**src/rtl/gwsd_pkg.sv**
```systemverilog
// shared types and constants of the gated window sensor debouncer
`timescale 1ns / 1ps
package gwsd_pkg;

	localparam int SENSOR_W  = 7;
	localparam int CFG_W     = 8;
	localparam int CFG_IDX_W = 1;
	localparam int COUNT_W   = 8;

	typedef logic [SENSOR_W-1:0]  sensor_vec_t;
	typedef logic [CFG_W-1:0]     cfg_data_t;
	typedef logic [CFG_IDX_W-1:0] cfg_idx_t;
	typedef logic [COUNT_W-1:0]   count_t;

	// operation codes of an input transaction
	localparam logic OP_EDGE = 1'b0;
	localparam logic OP_TICK = 1'b1;

	// register indexes on the configuration channel
	localparam cfg_idx_t REG_WINDOW_TICKS   = 1'b0;
	localparam cfg_idx_t REG_STABLE_WINDOWS = 1'b1;

	localparam cfg_data_t WINDOW_TICKS_RST   = 8'd4;
	localparam cfg_data_t STABLE_WINDOWS_RST = 8'd2;
	localparam count_t    COUNT_MAX          = 8'hFF;

endpackage

```
**src/rtl/gwsd_item_if.sv**
```systemverilog
// input channel carrying edge and tick events
`timescale 1ns / 1ps
interface gwsd_item_if;
	import gwsd_pkg::*;

	logic        valid;
	logic        ready;
	logic        operation;
	sensor_vec_t sensor_bits;

	modport source (output valid, output operation, output sensor_bits, input ready);
	modport sink (input valid, input operation, input sensor_bits, output ready);
endinterface

```
**src/rtl/gwsd_result_if.sv**
```systemverilog
// output channel carrying debounced status results
`timescale 1ns / 1ps
interface gwsd_result_if;
	import gwsd_pkg::*;

	logic        valid;
	logic        ready;
	sensor_vec_t status_bits;
	logic        awaiting_edge;
	logic        window_done;
	logic        edge_missing;
	logic        all_off;

	modport source (output valid, output status_bits, output awaiting_edge,
		output window_done, output edge_missing, output all_off, input ready);
	modport sink (input valid, input status_bits, input awaiting_edge,
		input window_done, input edge_missing, input all_off, output ready);
endinterface

```
**src/rtl/gwsd_cfg_if.sv**
```systemverilog
// configuration write channel
`timescale 1ns / 1ps
interface gwsd_cfg_if;
	import gwsd_pkg::*;

	logic      valid;
	logic      ready;
	cfg_idx_t  index;
	cfg_data_t data;

	modport source (output valid, output index, output data, input ready);
	modport sink (input valid, input index, input data, output ready);
endinterface

```
**src/rtl/gated_window_sensor_debouncer_top.sv**
```systemverilog
// top level of the gated window sensor debouncer
`timescale 1ns / 1ps
// usage
//   items   : one transaction per event, operation selects light edge or sample tick,
//             sensor_bits carries the raw sensor levels used on ticks
//   results : exactly one transaction per accepted item, in order, with the debounced
//             status, the awaiting-edge flag, window-done, edge-missing and all-off
//   cfg     : register writes (window_ticks, stable_windows), always ready; write only
//             while the block is idle
// timing
//   the result of an accepted item is registered and valid in the cycle after acceptance
//   throughput is one item per cycle unless results stall; the whole state update is
//   one short pass of logic from the state registers into the state and result registers
// reset
//   arst_n clears all debounce state, sets the block to await a light edge and loads
//   window_ticks = 4, stable_windows = 2; no result is pending after reset
// stalls
//   the result register holds while results.ready is low; items.ready stays high as
//   long as the result register is empty or is being drained in the same cycle
module gated_window_sensor_debouncer_top #(
	parameter int NUM_SENSORS = 7
) (
	input  logic                 clk,
	input  logic                 arst_n,
	gwsd_item_if.sink            items,
	gwsd_result_if.source        results,
	gwsd_cfg_if.sink             cfg
);
	import gwsd_pkg::*;

	localparam int NS = NUM_SENSORS;

	// configuration registers
	cfg_data_t win_ticks_q;
	cfg_data_t stable_q;

	// debounce state
	logic [NS-1:0] status_q;
	logic [NS-1:0] last_q;
	logic [NS-1:0] sticky_q;
	count_t        run_q [NS];
	count_t        tick_q;
	logic          wait_q;

	// next state
	logic [NS-1:0] status_d;
	logic [NS-1:0] last_d;
	logic [NS-1:0] sticky_d;
	count_t        run_d [NS];
	count_t        tick_d;
	logic          wait_d;
	logic          done_d;
	logic          missing_d;

	// result register
	logic        res_valid_q;
	sensor_vec_t res_status_q;
	logic        res_wait_q;
	logic        res_done_q;
	logic        res_missing_q;
	logic        res_all_off_q;

	logic        item_acc;
	logic [NS+SENSOR_W-1:0] smp_pad;
	logic [NS-1:0]          smp;
	logic [NS+SENSOR_W-1:0] shown_pad;
	sensor_vec_t            shown;

	// accept a new item whenever the result slot is free or draining now
	assign items.ready = !res_valid_q || results.ready;
	assign item_acc    = items.valid && items.ready;
	assign cfg.ready   = 1'b1;

	// channels beyond the input width sample zero
	assign smp_pad = {{NS{1'b0}}, items.sensor_bits};
	assign smp     = smp_pad[NS-1:0];

	// only the low channels are visible, missing ones read as zero
	assign shown_pad = {{SENSOR_W{1'b0}}, status_d};
	assign shown     = shown_pad[SENSOR_W-1:0];

	always_comb begin
		logic [NS-1:0] sticky_n;
		count_t        tick_inc;
		count_t        rc;
		status_d  = status_q;
		last_d    = last_q;
		sticky_d  = sticky_q;
		run_d     = run_q;
		tick_d    = tick_q;
		wait_d    = wait_q;
		done_d    = 1'b0;
		missing_d = 1'b0;
		sticky_n  = sticky_q | smp;
		tick_inc  = (tick_q == COUNT_MAX) ? tick_q : tick_q + 8'd1;
		rc        = '0;
		if (item_acc) begin
			if (items.operation == OP_EDGE) begin
				// an edge opens a window; while sampling it changes nothing
				wait_d = 1'b0;
			end else if (wait_q) begin
				missing_d = 1'b1;
			end else if (tick_inc >= win_ticks_q) begin
				// window closes: debounce every channel on its sticky value
				for (int ch = 0; ch < NS; ch++) begin
					rc = (run_q[ch] == COUNT_MAX) ? COUNT_MAX : run_q[ch] + 8'd1;
					if (sticky_n[ch] != last_q[ch]) begin
						rc = '0;
					end
					if (rc >= stable_q) begin
						status_d[ch] = sticky_n[ch];
					end
					run_d[ch] = rc;
				end
				last_d   = sticky_n;
				sticky_d = '0;
				tick_d   = '0;
				wait_d   = 1'b1;
				done_d   = 1'b1;
			end else begin
				sticky_d = sticky_n;
				tick_d   = tick_inc;
			end
		end
	end

	// configuration writes
	always_ff @(posedge clk or negedge arst_n) begin
		if (!arst_n) begin
			win_ticks_q <= WINDOW_TICKS_RST;
			stable_q    <= STABLE_WINDOWS_RST;
		end else if (cfg.valid) begin
			case (cfg.index)
				REG_WINDOW_TICKS:   win_ticks_q <= cfg.data;
				REG_STABLE_WINDOWS: stable_q    <= cfg.data;
				default: ;
			endcase
		end
	end

	// debounce state update
	always_ff @(posedge clk or negedge arst_n) begin
		if (!arst_n) begin
			status_q <= '0;
			last_q   <= '0;
			sticky_q <= '0;
			for (int ch = 0; ch < NS; ch++) begin
				run_q[ch] <= '0;
			end
			tick_q   <= '0;
			wait_q   <= 1'b1;
		end else begin
			status_q <= status_d;
			last_q   <= last_d;
			sticky_q <= sticky_d;
			run_q    <= run_d;
			tick_q   <= tick_d;
			wait_q   <= wait_d;
		end
	end

	// result slot valid
	always_ff @(posedge clk or negedge arst_n) begin
		if (!arst_n) begin
			res_valid_q <= 1'b0;
		end else if (item_acc) begin
			res_valid_q <= 1'b1;
		end else if (results.ready) begin
			res_valid_q <= 1'b0;
		end
	end

	// result payload, loaded with each accepted transaction
	always_ff @(posedge clk) begin
		if (item_acc) begin
			res_status_q  <= shown;
			res_wait_q    <= wait_d;
			res_done_q    <= done_d;
			res_missing_q <= missing_d;
			res_all_off_q <= (shown == '0);
		end
	end

	assign results.valid         = res_valid_q;
	assign results.status_bits   = res_status_q;
	assign results.awaiting_edge = res_wait_q;
	assign results.window_done   = res_done_q;
	assign results.edge_missing  = res_missing_q;
	assign results.all_off       = res_all_off_q;

`ifndef NO_ASSERTIONS
	// no partial window count survives while awaiting an edge
	a_wait_tick_clear: assert property (@(posedge clk) disable iff (!arst_n)
		wait_q |-> (tick_q == '0))
		else $error("tick count nonzero while awaiting edge");

	// a closed window always returns the block to awaiting an edge
	a_done_waits: assert property (@(posedge clk) disable iff (!arst_n)
		(res_valid_q && res_done_q) |-> (res_wait_q && !res_missing_q))
		else $error("window done without awaiting edge");

	// a tick taken while awaiting an edge reports the missing edge
	a_tick_missing: assert property (@(posedge clk) disable iff (!arst_n)
		(item_acc && items.operation == OP_TICK && wait_q) |=>
		(res_valid_q && res_missing_q && res_wait_q))
		else $error("missing edge not reported");

	// every accepted edge opens a window and reports no window done
	a_edge_opens: assert property (@(posedge clk) disable iff (!arst_n)
		(item_acc && items.operation == OP_EDGE) |=> (!wait_q && !res_done_q))
		else $error("edge did not open a window");

	// status changes only when a window closes
	a_status_on_close: assert property (@(posedge clk) disable iff (!arst_n)
		(status_q != $past(status_q)) |-> $past(done_d))
		else $error("status changed outside window close");
`endif

endmodule
```
**src/flat_wrapper.sv**
```systemverilog
// flat-port wrapper written by rule: the top's interface ports become plain ports
module gated_window_sensor_debouncer_top_flat import gwsd_pkg::*;
#(
	parameter int NUM_SENSORS = 7
)
  (clk, arst_n, items_valid, items_operation, items_sensor_bits, items_ready, results_valid, results_status_bits, results_awaiting_edge, results_window_done, results_edge_missing, results_all_off, results_ready, cfg_valid, cfg_index, cfg_data, cfg_ready);
  gwsd_item_if items_i ();
  gwsd_result_if results_i ();
  gwsd_cfg_if cfg_i ();
  input  logic clk;
  input  logic arst_n;
  input wire logic [$bits(items_i.valid)-1:0] items_valid;
  input wire logic [$bits(items_i.operation)-1:0] items_operation;
  input wire logic [$bits(items_i.sensor_bits)-1:0] items_sensor_bits;
  output wire logic [$bits(items_i.ready)-1:0] items_ready;
  output wire logic [$bits(results_i.valid)-1:0] results_valid;
  output wire logic [$bits(results_i.status_bits)-1:0] results_status_bits;
  output wire logic [$bits(results_i.awaiting_edge)-1:0] results_awaiting_edge;
  output wire logic [$bits(results_i.window_done)-1:0] results_window_done;
  output wire logic [$bits(results_i.edge_missing)-1:0] results_edge_missing;
  output wire logic [$bits(results_i.all_off)-1:0] results_all_off;
  input wire logic [$bits(results_i.ready)-1:0] results_ready;
  input wire logic [$bits(cfg_i.valid)-1:0] cfg_valid;
  input wire logic [$bits(cfg_i.index)-1:0] cfg_index;
  input wire logic [$bits(cfg_i.data)-1:0] cfg_data;
  output wire logic [$bits(cfg_i.ready)-1:0] cfg_ready;
  assign items_i.valid = items_valid;
  assign items_i.operation = items_operation;
  assign items_i.sensor_bits = items_sensor_bits;
  assign items_ready = items_i.ready;
  assign results_valid = results_i.valid;
  assign results_status_bits = results_i.status_bits;
  assign results_awaiting_edge = results_i.awaiting_edge;
  assign results_window_done = results_i.window_done;
  assign results_edge_missing = results_i.edge_missing;
  assign results_all_off = results_i.all_off;
  assign results_i.ready = results_ready;
  assign cfg_i.valid = cfg_valid;
  assign cfg_i.index = cfg_index;
  assign cfg_i.data = cfg_data;
  assign cfg_ready = cfg_i.ready;
  gated_window_sensor_debouncer_top #(.NUM_SENSORS(NUM_SENSORS)) u_core (.clk(clk), .arst_n(arst_n), .items(items_i), .results(results_i), .cfg(cfg_i));
endmodule
```
**config.mk**
```make
export PLATFORM = sky130hd
export DESIGN_NAME = gated_window_sensor_debouncer_top_flat
export DESIGN_NICKNAME = d
export VERILOG_FILES = /design/src/rtl/gwsd_pkg.sv /design/src/rtl/gwsd_item_if.sv /design/src/rtl/gwsd_result_if.sv /design/src/rtl/gwsd_cfg_if.sv /design/src/rtl/gated_window_sensor_debouncer_top.sv /design/src/flat_wrapper.sv
export SDC_FILE = /design/constraint.sdc
export NUM_CORES = 1
export LEC_CHECK = 0
export BUFFER_PORTS_ARGS = -buffer_cell sky130_fd_sc_hd__buf_2
export CAP_MARGIN = 10
export CORE_AREA = 2 2 135 137
export CTS_CLUSTER_SIZE = 12
export DETAILED_ROUTE_END_ITERATION = 10
export DIE_AREA = 0 0 137 139
export RECOVER_POWER = 50
export SLEW_MARGIN = 30
export SYNTH_ARGS = -nofsm -noshare
export SYNTH_HDL_FRONTEND = slang
export SYNTH_SLANG_ARGS = --single-unit
```
**constraint.sdc**
```tcl
create_clock -name clk -period 3.7 [get_ports clk]
set_input_delay 0.37 -clock clk [delete_from_list [all_inputs] [get_ports clk]]
set_output_delay 0.37 -clock clk [all_outputs]
set_load 0.01 [all_outputs]
```
# == Yosys cells after proc, flatten, opt, wreduce, memory -nomap -nowiden ==
# Cells that the tools add are included.
# word_totals
inputBits,22
reg_bits,114
word_cells,128
out_inout_bits,14
# op_classes
muxes,63
n_reduce_logical,10
bitwise,4
magnitude_cmp,8
n_eq_ne,15
addsub,8
# op_table
op,count
2-to-1 mux 8 bit,44
"adder 8 x 1 -> 8 bit, second input constant",8
"== test 8 bit, second input constant",8
greater-or-equal comparator 8 bit,8
2-to-1 mux 7 bit,5
2-to-1 mux 1 bit,14
zero test 7 bit,1
inequality test 1 bit,7
bitwise OR 7 bit,1
AND reduction 2 bit,2
AND reduction 4 bit,1
inverter 1 bit,3
AND reduction 3 bit,1
nonzero test 2 bit,1
OR reduction 2 bit,1
logical AND 1 bit,1
zero test 1 bit,1
logical OR 1 bit,1

# == Logic depth before layout (Yosys ltp) ==
# Gate-level depths: netlist of the first run.
# depth
depth_word,14
mapped_depth,15
depth_no_buf,14

# == Worst setup path before layout of the first run ==
# No wires, ideal clock.
# synth_timing
path_kind,register -> register
startpoint,reg u_core.tick_q[0]
endpoint,reg u_core.res_all_off_q (netlist: u_core.results.all_off) (data pin)
path_stages_with_launch,14
period_less_slack_ps,3532
n_path_buf,1
required_time_ps,3530
setup_time_ps,170
arrival_time_ps,3362
setup_slack_ps,168
path_cell_list,dfrtp_1 > ha_1 > and3_1 > clkbuf_1 > nand3_1 > mux2_2 > ha_1 > and3_1 > o21ai_1 > a311o_4 > a21oi_2 > mux2i_1 > or4_1 > nor4_2
# synth_via
elab_chain_cells,8
word_cells_on_any_way,9
classes_between,add/sub: 1; order compare: 1; eq/ne: 1; mux: 5; reduce/logical: 1
# synth_rtl
element,line_no,source
from (decl),gated_window_sensor_debouncer_top.sv:42,count_t tick_q;
from (signal assigned),gated_window_sensor_debouncer_top.sv:157,tick_q <= tick_d;
adder 8 x 1 -> 8 bit / == test 8 bit (equally long branches),gated_window_sensor_debouncer_top.sv:95,tick_inc = (tick_q == COUNT_MAX) ? tick_q : tick_q + 8'd1;
2-to-1 mux 8 bit (*),gated_window_sensor_debouncer_top.sv:95,
greater-or-equal comparator 8 bit (*),gated_window_sensor_debouncer_top.sv:103,end else if (tick_inc >= win_ticks_q) begin
2-to-1 mux 7 bit (*),gated_window_sensor_debouncer_top.sv:103,
2-to-1 mux 7 bit (*),gated_window_sensor_debouncer_top.sv:101,end else if (wait_q) begin
2-to-1 mux 7 bit (*),gated_window_sensor_debouncer_top.sv:98,if (items.operation == OP_EDGE) begin
2-to-1 mux 7 bit (*),gated_window_sensor_debouncer_top.sv:97,if (item_acc) begin
net u_core.shown[5],gated_window_sensor_debouncer_top.sv:67,sensor_vec_t shown;
zero test 7 bit (*),gated_window_sensor_debouncer_top.sv:180,res_all_off_q <= (shown == '0);
to (signal assigned),gated_window_sensor_debouncer_top.sv:180,
to (decl),gated_window_sensor_debouncer_top.sv:61,logic res_all_off_q;
# The timed path passes the listed nets; every way through them passes the cells marked *.
# A chain may end at the register's enable or synchronous reset.

# == Worst setup path in the final report of the first run ==
# layout_timing
startpoint,reg u_core.tick_q[1]
endpoint,reg u_core.res_all_off_q (netlist: u_core.results.all_off) (data pin)
# The elaborated chain is that of the path after synthesis.

==> run summary, run 1 <==
Status -> complete, but fails checks
Failing checks -> capacitance limit, slew limit
Yosys warns -> 0
N_diodes -> 0
Clock Power Share -> 35.8%
Switching Fraction -> 32.9%
Hold buffers post-CTS -> 0
Fin. Hold Viols -> 0
Placed inst area -> 0.00750 mm^2
NetSw -> 1.57 mW
Mapped Cells -> 789
Final hold slack -> 0.165 ns
GP Congestion -> 0.822
Die area -> 0.0190 mm^2
Avg Cell Area, Syn -> 8.77 um^2
RSZ-0062 raised after global routing -> no
CP Max Fanout -> 5
PnR Total Power -> 4.78 mW
Most used DFF post-synth -> dfrtp_1
Clock Skew -> 0.00942 ns
Yosys cell types -> 49
Startpoint types -> register
Via density -> 5.11
Clock-pin slew on the worst setup and hold paths -> 0.06 ns
FMAX -> 0.288 GHz
TritonCTS clock tree -> built
PD cells -> 589 mW/mm^2
Async SR Flop Fraction -> 90.4%
Final non-filler cell area -> 0.00811 mm^2
TritonCTS Sinks -> 114
Fill cells -> 1,742
Flops & latches, synth -> 114
Width of the die -> 137 um
Global-route wire length before repair -> 26,900 um
Area grow syn2layout -> 17.1%
Non-filler instance count after layout -> 1,085
Layout cells sized above 1 -> 12.3%
Antenna-violating nets left -> 0
Max-Cap Viols -> 1
Cell Int Power -> 3.21 mW
Cts bufs inserted -> 17
Skew-Pair Late Insertion Delay -> 0.42 ns
Worst VDD drop -> 0.000336 V
Reg power frac -> 37.4%
Max-slew headroom -> -13.6%
Via count -> 5,540
Reg area -> 0.00291 mm^2
H-Tree Depth -> 4
Comb pwr share -> 26.9%
Starting Density -> 39.2%
Vias in the first global route -> 5,672
Setup TNS -> 0 ns
Lkg Pwr -> 3.89 nW
GR Overflow Total -> 0
CP Capture Type -> register
DR WL/cell -> 14.2 um
Routed wire length -> 15,400 um
Cell Area, Synth -> 0.00692 mm^2
CTS root buffer -> clkbuf_16
CP Class -> reg2reg
Detailed Routing Iterations Pass 1 -> 5
Pins over their slew limit -> 66
Tmin final -> 3.48 ns
Period Utilization, post-route -> 93.9%
Crit path required time -> 3.95 ns
Post-synth EDFFs -> 11
Longest Clk Path Bufs -> 2
Placement Rows -> 49
IO Count -> 36
Setup-failing EPs final -> 0
Post-layout util -> 45.9%
Gr usage total -> 17.8%
Worst Hold Class -> in2reg
Area occupied by multi-input gates -> 0.00385 mm^2
Die height -> 139 um
Highest-count cells in the layout ignoring fill and taps -> 197 x nand2_1, 100 x dfrtp_1, 71 x a21oi_1, 71 x ha_1, 48 x nor2_1
Detailed Place HPWL -> 10,800 um
CP arrival -> 3.73 ns
Antenna violations before repair -> 0
Dpl ws -> 0.198 ns
Least-Margin Pin Slew -> 1.70 ns
Setup ws final -> 0.225 ns
Dpl cells -> 1,053
DRC Markers -> 0
Nets -> 937
Seq/Total Area, Yosys -> 42.1%
Mapped Nets -> 883
Iteration-0 DRC count of the detailed router -> 251
Most common cell after layout, fill and taps aside -> nand2_1
# port buffers -> 34
Core area -> 0.0177 mm^2
Largest net degree at the start of global routing -> 66
[Yosys cell counts, drive strengths merged (2+ instances only)]
| cell | instances | area, um^2 |
|---|---|---|
| a21o | 10 | 75.1 |
| nor3 | 17 | 85.1 |
| and4b | 2 | 20.0 |
| xor2 | 8 | 70.1 |
| inv | 29 | 109 |
| nand4 | 5 | 31.3 |
| ha | 72 | 901 |
| o21ai | 44 | 220 |
| nand2b | 7 | 53.8 |
| clkbuf | 16 | 60.1 |
| o31ai | 4 | 30.0 |
| nor2b | 3 | 18.8 |
| or3 | 2 | 12.5 |
| mux2 | 13 | 146 |
| nand2 | 198 | 743 |
| or2 | 3 | 18.8 |
| and4 | 4 | 35.0 |
| mux2i | 8 | 80.1 |
| nand3 | 30 | 150 |
| xnor2 | 26 | 228 |
| a31oi | 9 | 56.3 |
| nor2 | 48 | 180 |
| nor3b | 6 | 45.0 |
| buf | 3 | 16.3 |
| o21a | 2 | 15.0 |
| dfstp | 3 | 78.8 |
| a21oi | 74 | 378 |
| and3 | 21 | 131 |
| edfxtp | 11 | 330 |
| dfrtp | 100 | 2500 |
[state kept, by name (all words and copies together), names as in the netlist]
register,count
u_core.run_q,56
u_core.results.awaiting_edge,1
u_core.wait_q,1
u_core.results.valid,1
u_core.results.window_done,1
u_core.results.all_off,1
u_core.tick_q,8
u_core.sticky_q,7
u_core.win_ticks_q,8
u_core.results.edge_missing,1
u_core.results.status_bits,7
u_core.status_q,7
u_core.stable_q,8
u_core.last_q,7
[path summary, 6_finish.rpt]
kind	startpoint	end	slack, ns	cells after the start
setup / recovery	u_core.tick_q[1]	u_core.results.all_off	0.22	12
hold / removal	cfg_data[7]	u_core.win_ticks_q[7]	0.16	3
setup reg to reg	u_core.tick_q[1]	u_core.results.all_off	0.22	12
hold reg to reg	u_core.sticky_q[3]	u_core.sticky_q[3]	0.49	2
max in group asynchronous	arst_n	u_core.stable_q[6]	1.53	2
min in group asynchronous	arst_n	u_core.run_q[44]	0.39	1
[area by class of cell]
| cell class | instances | area share, % |
|---|---|---|
| multi-input combinational | 627 | 47.5 |
| sequential | 114 | 35.9 |
| clock buffer | 18 | 5.29 |
| timing repair buffer | 54 | 4.10 |
| tap | 229 | 3.53 |
| clock inverter | 14 | 2.31 |
| inverter | 29 | 1.34 |
[logic make-up after synthesis]
| kind of cell | share of synthesized area (%) |
|---|---|
| compound gates | 12.0 |
| fa+ha+maj | 13.0 |
| other cells | 0.0542 |
| xor+xnor | 4.30 |
| simple gates | 22.6 |
| flops | 42.1 |
| buf+inv | 2.68 |
| mux | 3.27 |
[layer usage]
| layer | routed length (um) | share of wire, % | up-vias | GRT usage (%) |
|---|---|---|---|---|
| met3 | 405 | 2.6 | 13 | 5.12 |
| met5 | 0 | 0 | - | 0 |
| met2 | 7360 | 48 | 57 | 28.7 |
| met1 | 7420 | 48 | 2635 | 23.4 |
| li1 | - | - | 2835 | - |
| met4 | 224 | 1.5 | 0 | 4.50 |
[repair_timing]
action | CTS | global route
hold endpoints to repair | 0 | 0
endpoints found under the setup margin | 0 | 1
gates resized for setup | 0 | 3
buffers inserted | 0 | 0
[critical path, stage by stage (launching register included)]
cell	delay (ns)
dfrtp_1	0.42
ha_2	0.21
and3_2	0.25
nand3_1	0.12
mux2_2	0.36
ha_1	0.28
nor2b_1	0.13
o211ai_1	0.12
a311o_4	0.44
a21oi_2	0.16
mux2i_1	0.10
or4_1	0.57
nor4_2	0.14
[power by group through the flow]
| stage | combinational, mW | sequential [mW] | clock (mW) |
|---|---|---|---|
| 2_1_floorplan | 0.929 | 1.75 | 0 |
| 3_3_place_gp | 1.26 | 1.80 | 0 |
| 3_5_place_dp | 1.29 | 1.80 | 0 |
| 4_1_cts | 1.30 | 1.78 | 1.75 |
| 5_1_grt | 1.50 | 1.83 | 1.82 |
| 6_report | 1.28 | 1.79 | 1.71 |
Power figures use the tool's default switching activity.
==> run 2: changes to the inputs <==
--- a/config.mk
+++ b/config.mk
@@ -5,12 +5,13 @@
 export SDC_FILE = /design/constraint.sdc
 export NUM_CORES = 1
 export LEC_CHECK = 0
+export ABC_AREA = 1
 export BUFFER_PORTS_ARGS = -buffer_cell sky130_fd_sc_hd__buf_2
 export CAP_MARGIN = 10
-export CORE_AREA = 2 2 135 137
+export CORE_AREA = 2 2 138 140
 export CTS_CLUSTER_SIZE = 12
 export DETAILED_ROUTE_END_ITERATION = 10
-export DIE_AREA = 0 0 137 139
+export DIE_AREA = 0 0 140 142
 export RECOVER_POWER = 50
 export SLEW_MARGIN = 30
 export SYNTH_ARGS = -nofsm -noshare
==> run 2 against run 1 <==
The flow still finishes with violations (capacitance limit, slew limit). Sequential share of layout area is 0.57 points lower. Register-to-register slack better by 0.18 ns. Sequential power is 10% higher. Design area is 1.6% higher. Area after synthesis is 5.1% higher. Fmax is 5.5% higher. Wire length is 7.0% higher. Largest power group is now combinational cells. Critical endpoint is now u_core.run_q[23]. First-iteration DRC count is 12% higher. Non-clock buffer count is 11 lower. Die area is 4.4% higher. Largest cell class unchanged. Setup slack better by 0.18 ns. Global-route usage hardly changed.
==> run summary, run 2 <==
Placed inst area -> 0.00768 mm^2 (+2.4%)
Setup ws final -> 0.407 ns (+0.182 ns)
Least-Margin Pin Slew -> 1.89 ns (+0.182 ns)
Worst Hold Class -> in2reg
Max-slew headroom -> -25.7% (-12 points)
Async SR Flop Fraction -> 90.4% (unchanged)
Yosys warns -> 0 (unchanged)
Hold depth -> 3 (unchanged)
Proportion of synthesized area in mux cells -> 0.155% (-3.1 points)
Status -> complete, but fails checks
Clock Skew -> 0.0109 ns (+0.00146 ns)
Dpl ws -> 0.353 ns (+0.155 ns)
CP Class -> reg2reg
Largest family of logic cells by synthesized area -> simple AND/OR/NAND/NOR gates
Crit path required time -> 4.00 ns (+0.05 ns)
Synth area leaders -> dfrtp_1 34%, nand2_1 13%, ha_1 12%, inv_1 7.3%, edfxtp_1 4.5%
Via density -> 4.83 (-5.5%)
CP Capture Type -> register
Nets -> 1,078 (+15%)
Detailed Place HPWL -> 11,800 um (+9.3%)
Global-route wire length before repair -> 28,000 um (+4.1%)
Core area -> 0.0185 mm^2 (+4.5%)
# port buffers -> 34 (unchanged)
RSZ-0062 raised after global routing -> no
Reg area -> 0.00291 mm^2 (unchanged)
Die height -> 142 um (+2.2%)
Register with the highest flop count -> u_core.run_q
Setup-failing EPs final -> 0 (unchanged)
TritonCTS clock tree -> built
Max-Cap Viols -> 1 (unchanged)
Cts bufs inserted -> 17 (unchanged)
Mapped Cells -> 941 (+19%)
Fill cells -> 1,834 (+5.3%)
Area occupied by multi-input gates -> 0.00370 mm^2 (-3.9%)
Synth Area in Simple Gates -> 22.5% (-0.17 points)
Xor and xnor fraction of the mapped netlist area -> 3.85% (-0.45 points)
Antenna-violating nets left -> 0 (unchanged)
Startpoint types -> register
Most frequent cell after synthesis -> nand2_1
CTS root buffer -> clkbuf_16
N_diodes -> 0 (unchanged)
PD cells -> 704 mW/mm^2 (+19%)
Setup TNS -> 0 ns (unchanged)
Cell taking the most area after synthesis -> dfrtp_1
Synth top cells by count -> 258 x nand2_1, 141 x inv_1, 100 x dfrtp_1, 72 x ha_1, 71 x nor2_1
CP arrival -> 3.59 ns (-0.14 ns)
Worst r2r path cells -> 21 (+9)
FMAX -> 0.304 GHz (+5.5%)
H-Tree Depth -> 4 (unchanged)
Detailed Routing Iterations Pass 1 -> 5 (unchanged)
Post-synthesis compound-gate area fraction -> 12.0% (about the same)
Post-synth top area share -> 34.4% (-1.7 points)
Die area -> 0.0199 mm^2 (+4.4%)
Pins over their slew limit -> 34 (-48%)
Cell Area, Synth -> 0.00727 mm^2 (+5.1%)
Flops & latches, synth -> 114 (unchanged)
Vias in the first global route -> 5,788 (+2.0%)
Routed wire length -> 16,500 um (+7.0%)
TritonCTS Sinks -> 114 (unchanged)
Number of flip-flops in the largest register -> 56 (unchanged)
Width of the die -> 140 um (+2.2%)
Most common cell after layout, fill and taps aside -> nand2_1
Area grow syn2layout -> 13.3%
Lkg Pwr -> 4.20 nW (+8.1%)
Postcts setup bufs -> 0 (unchanged)
GR Overflow Total -> 0 (unchanged)
Via count -> 5,942 (+7.3%)
Longest Clk Path Bufs -> 2 (unchanged)
DRC Markers -> 0 (unchanged)
CP Max Fanout -> 37 (+32)
GP Congestion -> 0.855 (+4.0%)
Fin. Hold Viols -> 0 (unchanged)
Yosys cell types -> 38 (-22%)
Worst VDD drop -> 0.000380 V (+13%)
DR WL/cell -> 13.4 um (-5.7%)
Final non-filler cell area -> 0.00824 mm^2 (+1.6%)
Clock-pin slew on the worst setup and hold paths -> 0.06 ns (about the same)
Largest net degree at the start of global routing -> 38 (-42%)
Post-synthesis adder-cell area fraction -> 12.4% (-0.63 points)
Iteration-0 DRC count of the detailed router -> 281 (+12%)
Antenna violations before repair -> 0 (unchanged)
Placement Rows -> 50 (+2.0%)
Post-synth EDFFs -> 11 (unchanged)
Most used DFF post-synth -> dfrtp_1
Layout cells sized above 1 -> 7.62% (-4.6 points)
IO Count -> 36 (unchanged)
Gr usage total -> 17.8% (+0.028 points)
Highest-count cells in the layout ignoring fill and taps -> 260 x nand2_1, 141 x inv_1, 100 x dfrtp_1
Period Utilization, post-route -> 89.0% (-4.9 points)
Seq/Total Area, Yosys -> 40.0% (-2.0 points)
Mapped Nets -> 1,035 (+17%)
Failing checks -> capacitance limit, slew limit
Skew-Pair Late Insertion Delay -> 0.43 ns (about the same)
Tmin final -> 3.29 ns (-0.182 ns)
Avg Cell Area, Syn -> 7.73 um^2 (-12%)
Starting Density -> 39.4% (+0.21 points)
## run 2: cell types whose count changed in the layout (fill, tap and decap cells not counted), moves of 12 or more
cell     before  now
inv_1        29  141
nand2_1     197  260
o21ai_0      21   52
nor2_1       48   71
and3_1       20    0
buf_2        32   20
## run 2: metrics by stage
stage	total power [mW]	instances	hold slack [ns]	utilization, %
2_1_floorplan	3.66	941	0.0744	-
3_3_place_gp	4.17	1198	0.361	41.6
3_5_place_dp	4.22	1198	0.353	41.6
4_1_cts	5.86	1231	0.185	44.8
5_1_grt	6.35	1231	0.213	44.6
6_report	5.80	1231	0.200	44.6
## run 2: what timing repair did
item | in CTS | in global routing
gates resized for setup | 0 | 1
hold endpoints to repair | 31 | 0
endpoints found under the setup margin | 0 | 23
hold buffers | 1 | 0
## run 2: logic make-up (layout without fill, tap and decap cells)
| kind of cell | Yosys count | after routing |
|---|---|---|
| mux | 1 | 1 |
| buf+inv | 163 | 219 |
| fa+ha+maj | 72 | 72 |
| other cells | 1 | 1 |
| compound gates | 159 | 159 |
| xor+xnor | 32 | 32 |
| flops | 114 | 114 |
| simple gates | 399 | 399 |
## run 2: power breakdown
part | total (mW) | internal [mW] | switching (mW)
Sequential | 1.97 | 1.68 | 0.294
Clock | 1.60 | 0.934 | 0.663
Combinational | 2.23 | 0.815 | 1.41
Total | 5.80 | 3.43 | 2.37
## run 2: routing by layer
metal | routed length [um] | part of all wire [%] | GRT usage (%)
met5 | 0 | 0 | 0
met4 | 301 | 1.8 | 6.01
met3 | 536 | 3.3 | 4.24
met2 | 7660 | 46 | 29.3
met1 | 7990 | 48 | 23.2
## run 2: worst max-delay path, cell delays in order, from the launching register on
cell and delay, ns:
dfrtp_1 0.39, ha_1 0.18, nand3_1 0.14, inv_1 0.10, nand2_1 0.06, nor2_1 0.26, inv_1 0.09, o21ai_0 0.22
inv_1 0.07, ha_1 0.29, nand2_1 0.05, nor2_1 0.08, nor2_1 0.04, nand2_1 0.05, nand2_1 0.08, nand2_4 0.17
inv_2 0.10, nor2_8 0.26, inv_2 0.06, buf_4 0.27, nand2_1 0.12, o21ai_2 0.05
## run 2: area by class of cell
cell class,count,share of cell area [%]
clock buffer,19,5.63
clock inverter,13,1.34
inverter,144,6.56
multi-input combinational,664,44.9
sequential,114,35.3
tap,234,3.55
timing repair buffer,43,2.64
## run 2: path summary, 6_finish.rpt
kind	endpoint	from	slack, ns
min in group asynchronous	u_core.run_q[41]	arst_n	1.01
max in group asynchronous	u_core.run_q[6]	arst_n	0.92
hold reg to reg	u_core.stable_q[4]	u_core.stable_q[4]	0.49
setup reg to reg	u_core.run_q[23]	u_core.tick_q[1]	0.41
setup / recovery	u_core.run_q[23]	u_core.tick_q[1]	0.41
hold / removal	u_core.win_ticks_q[2]	cfg_data[2]	0.20
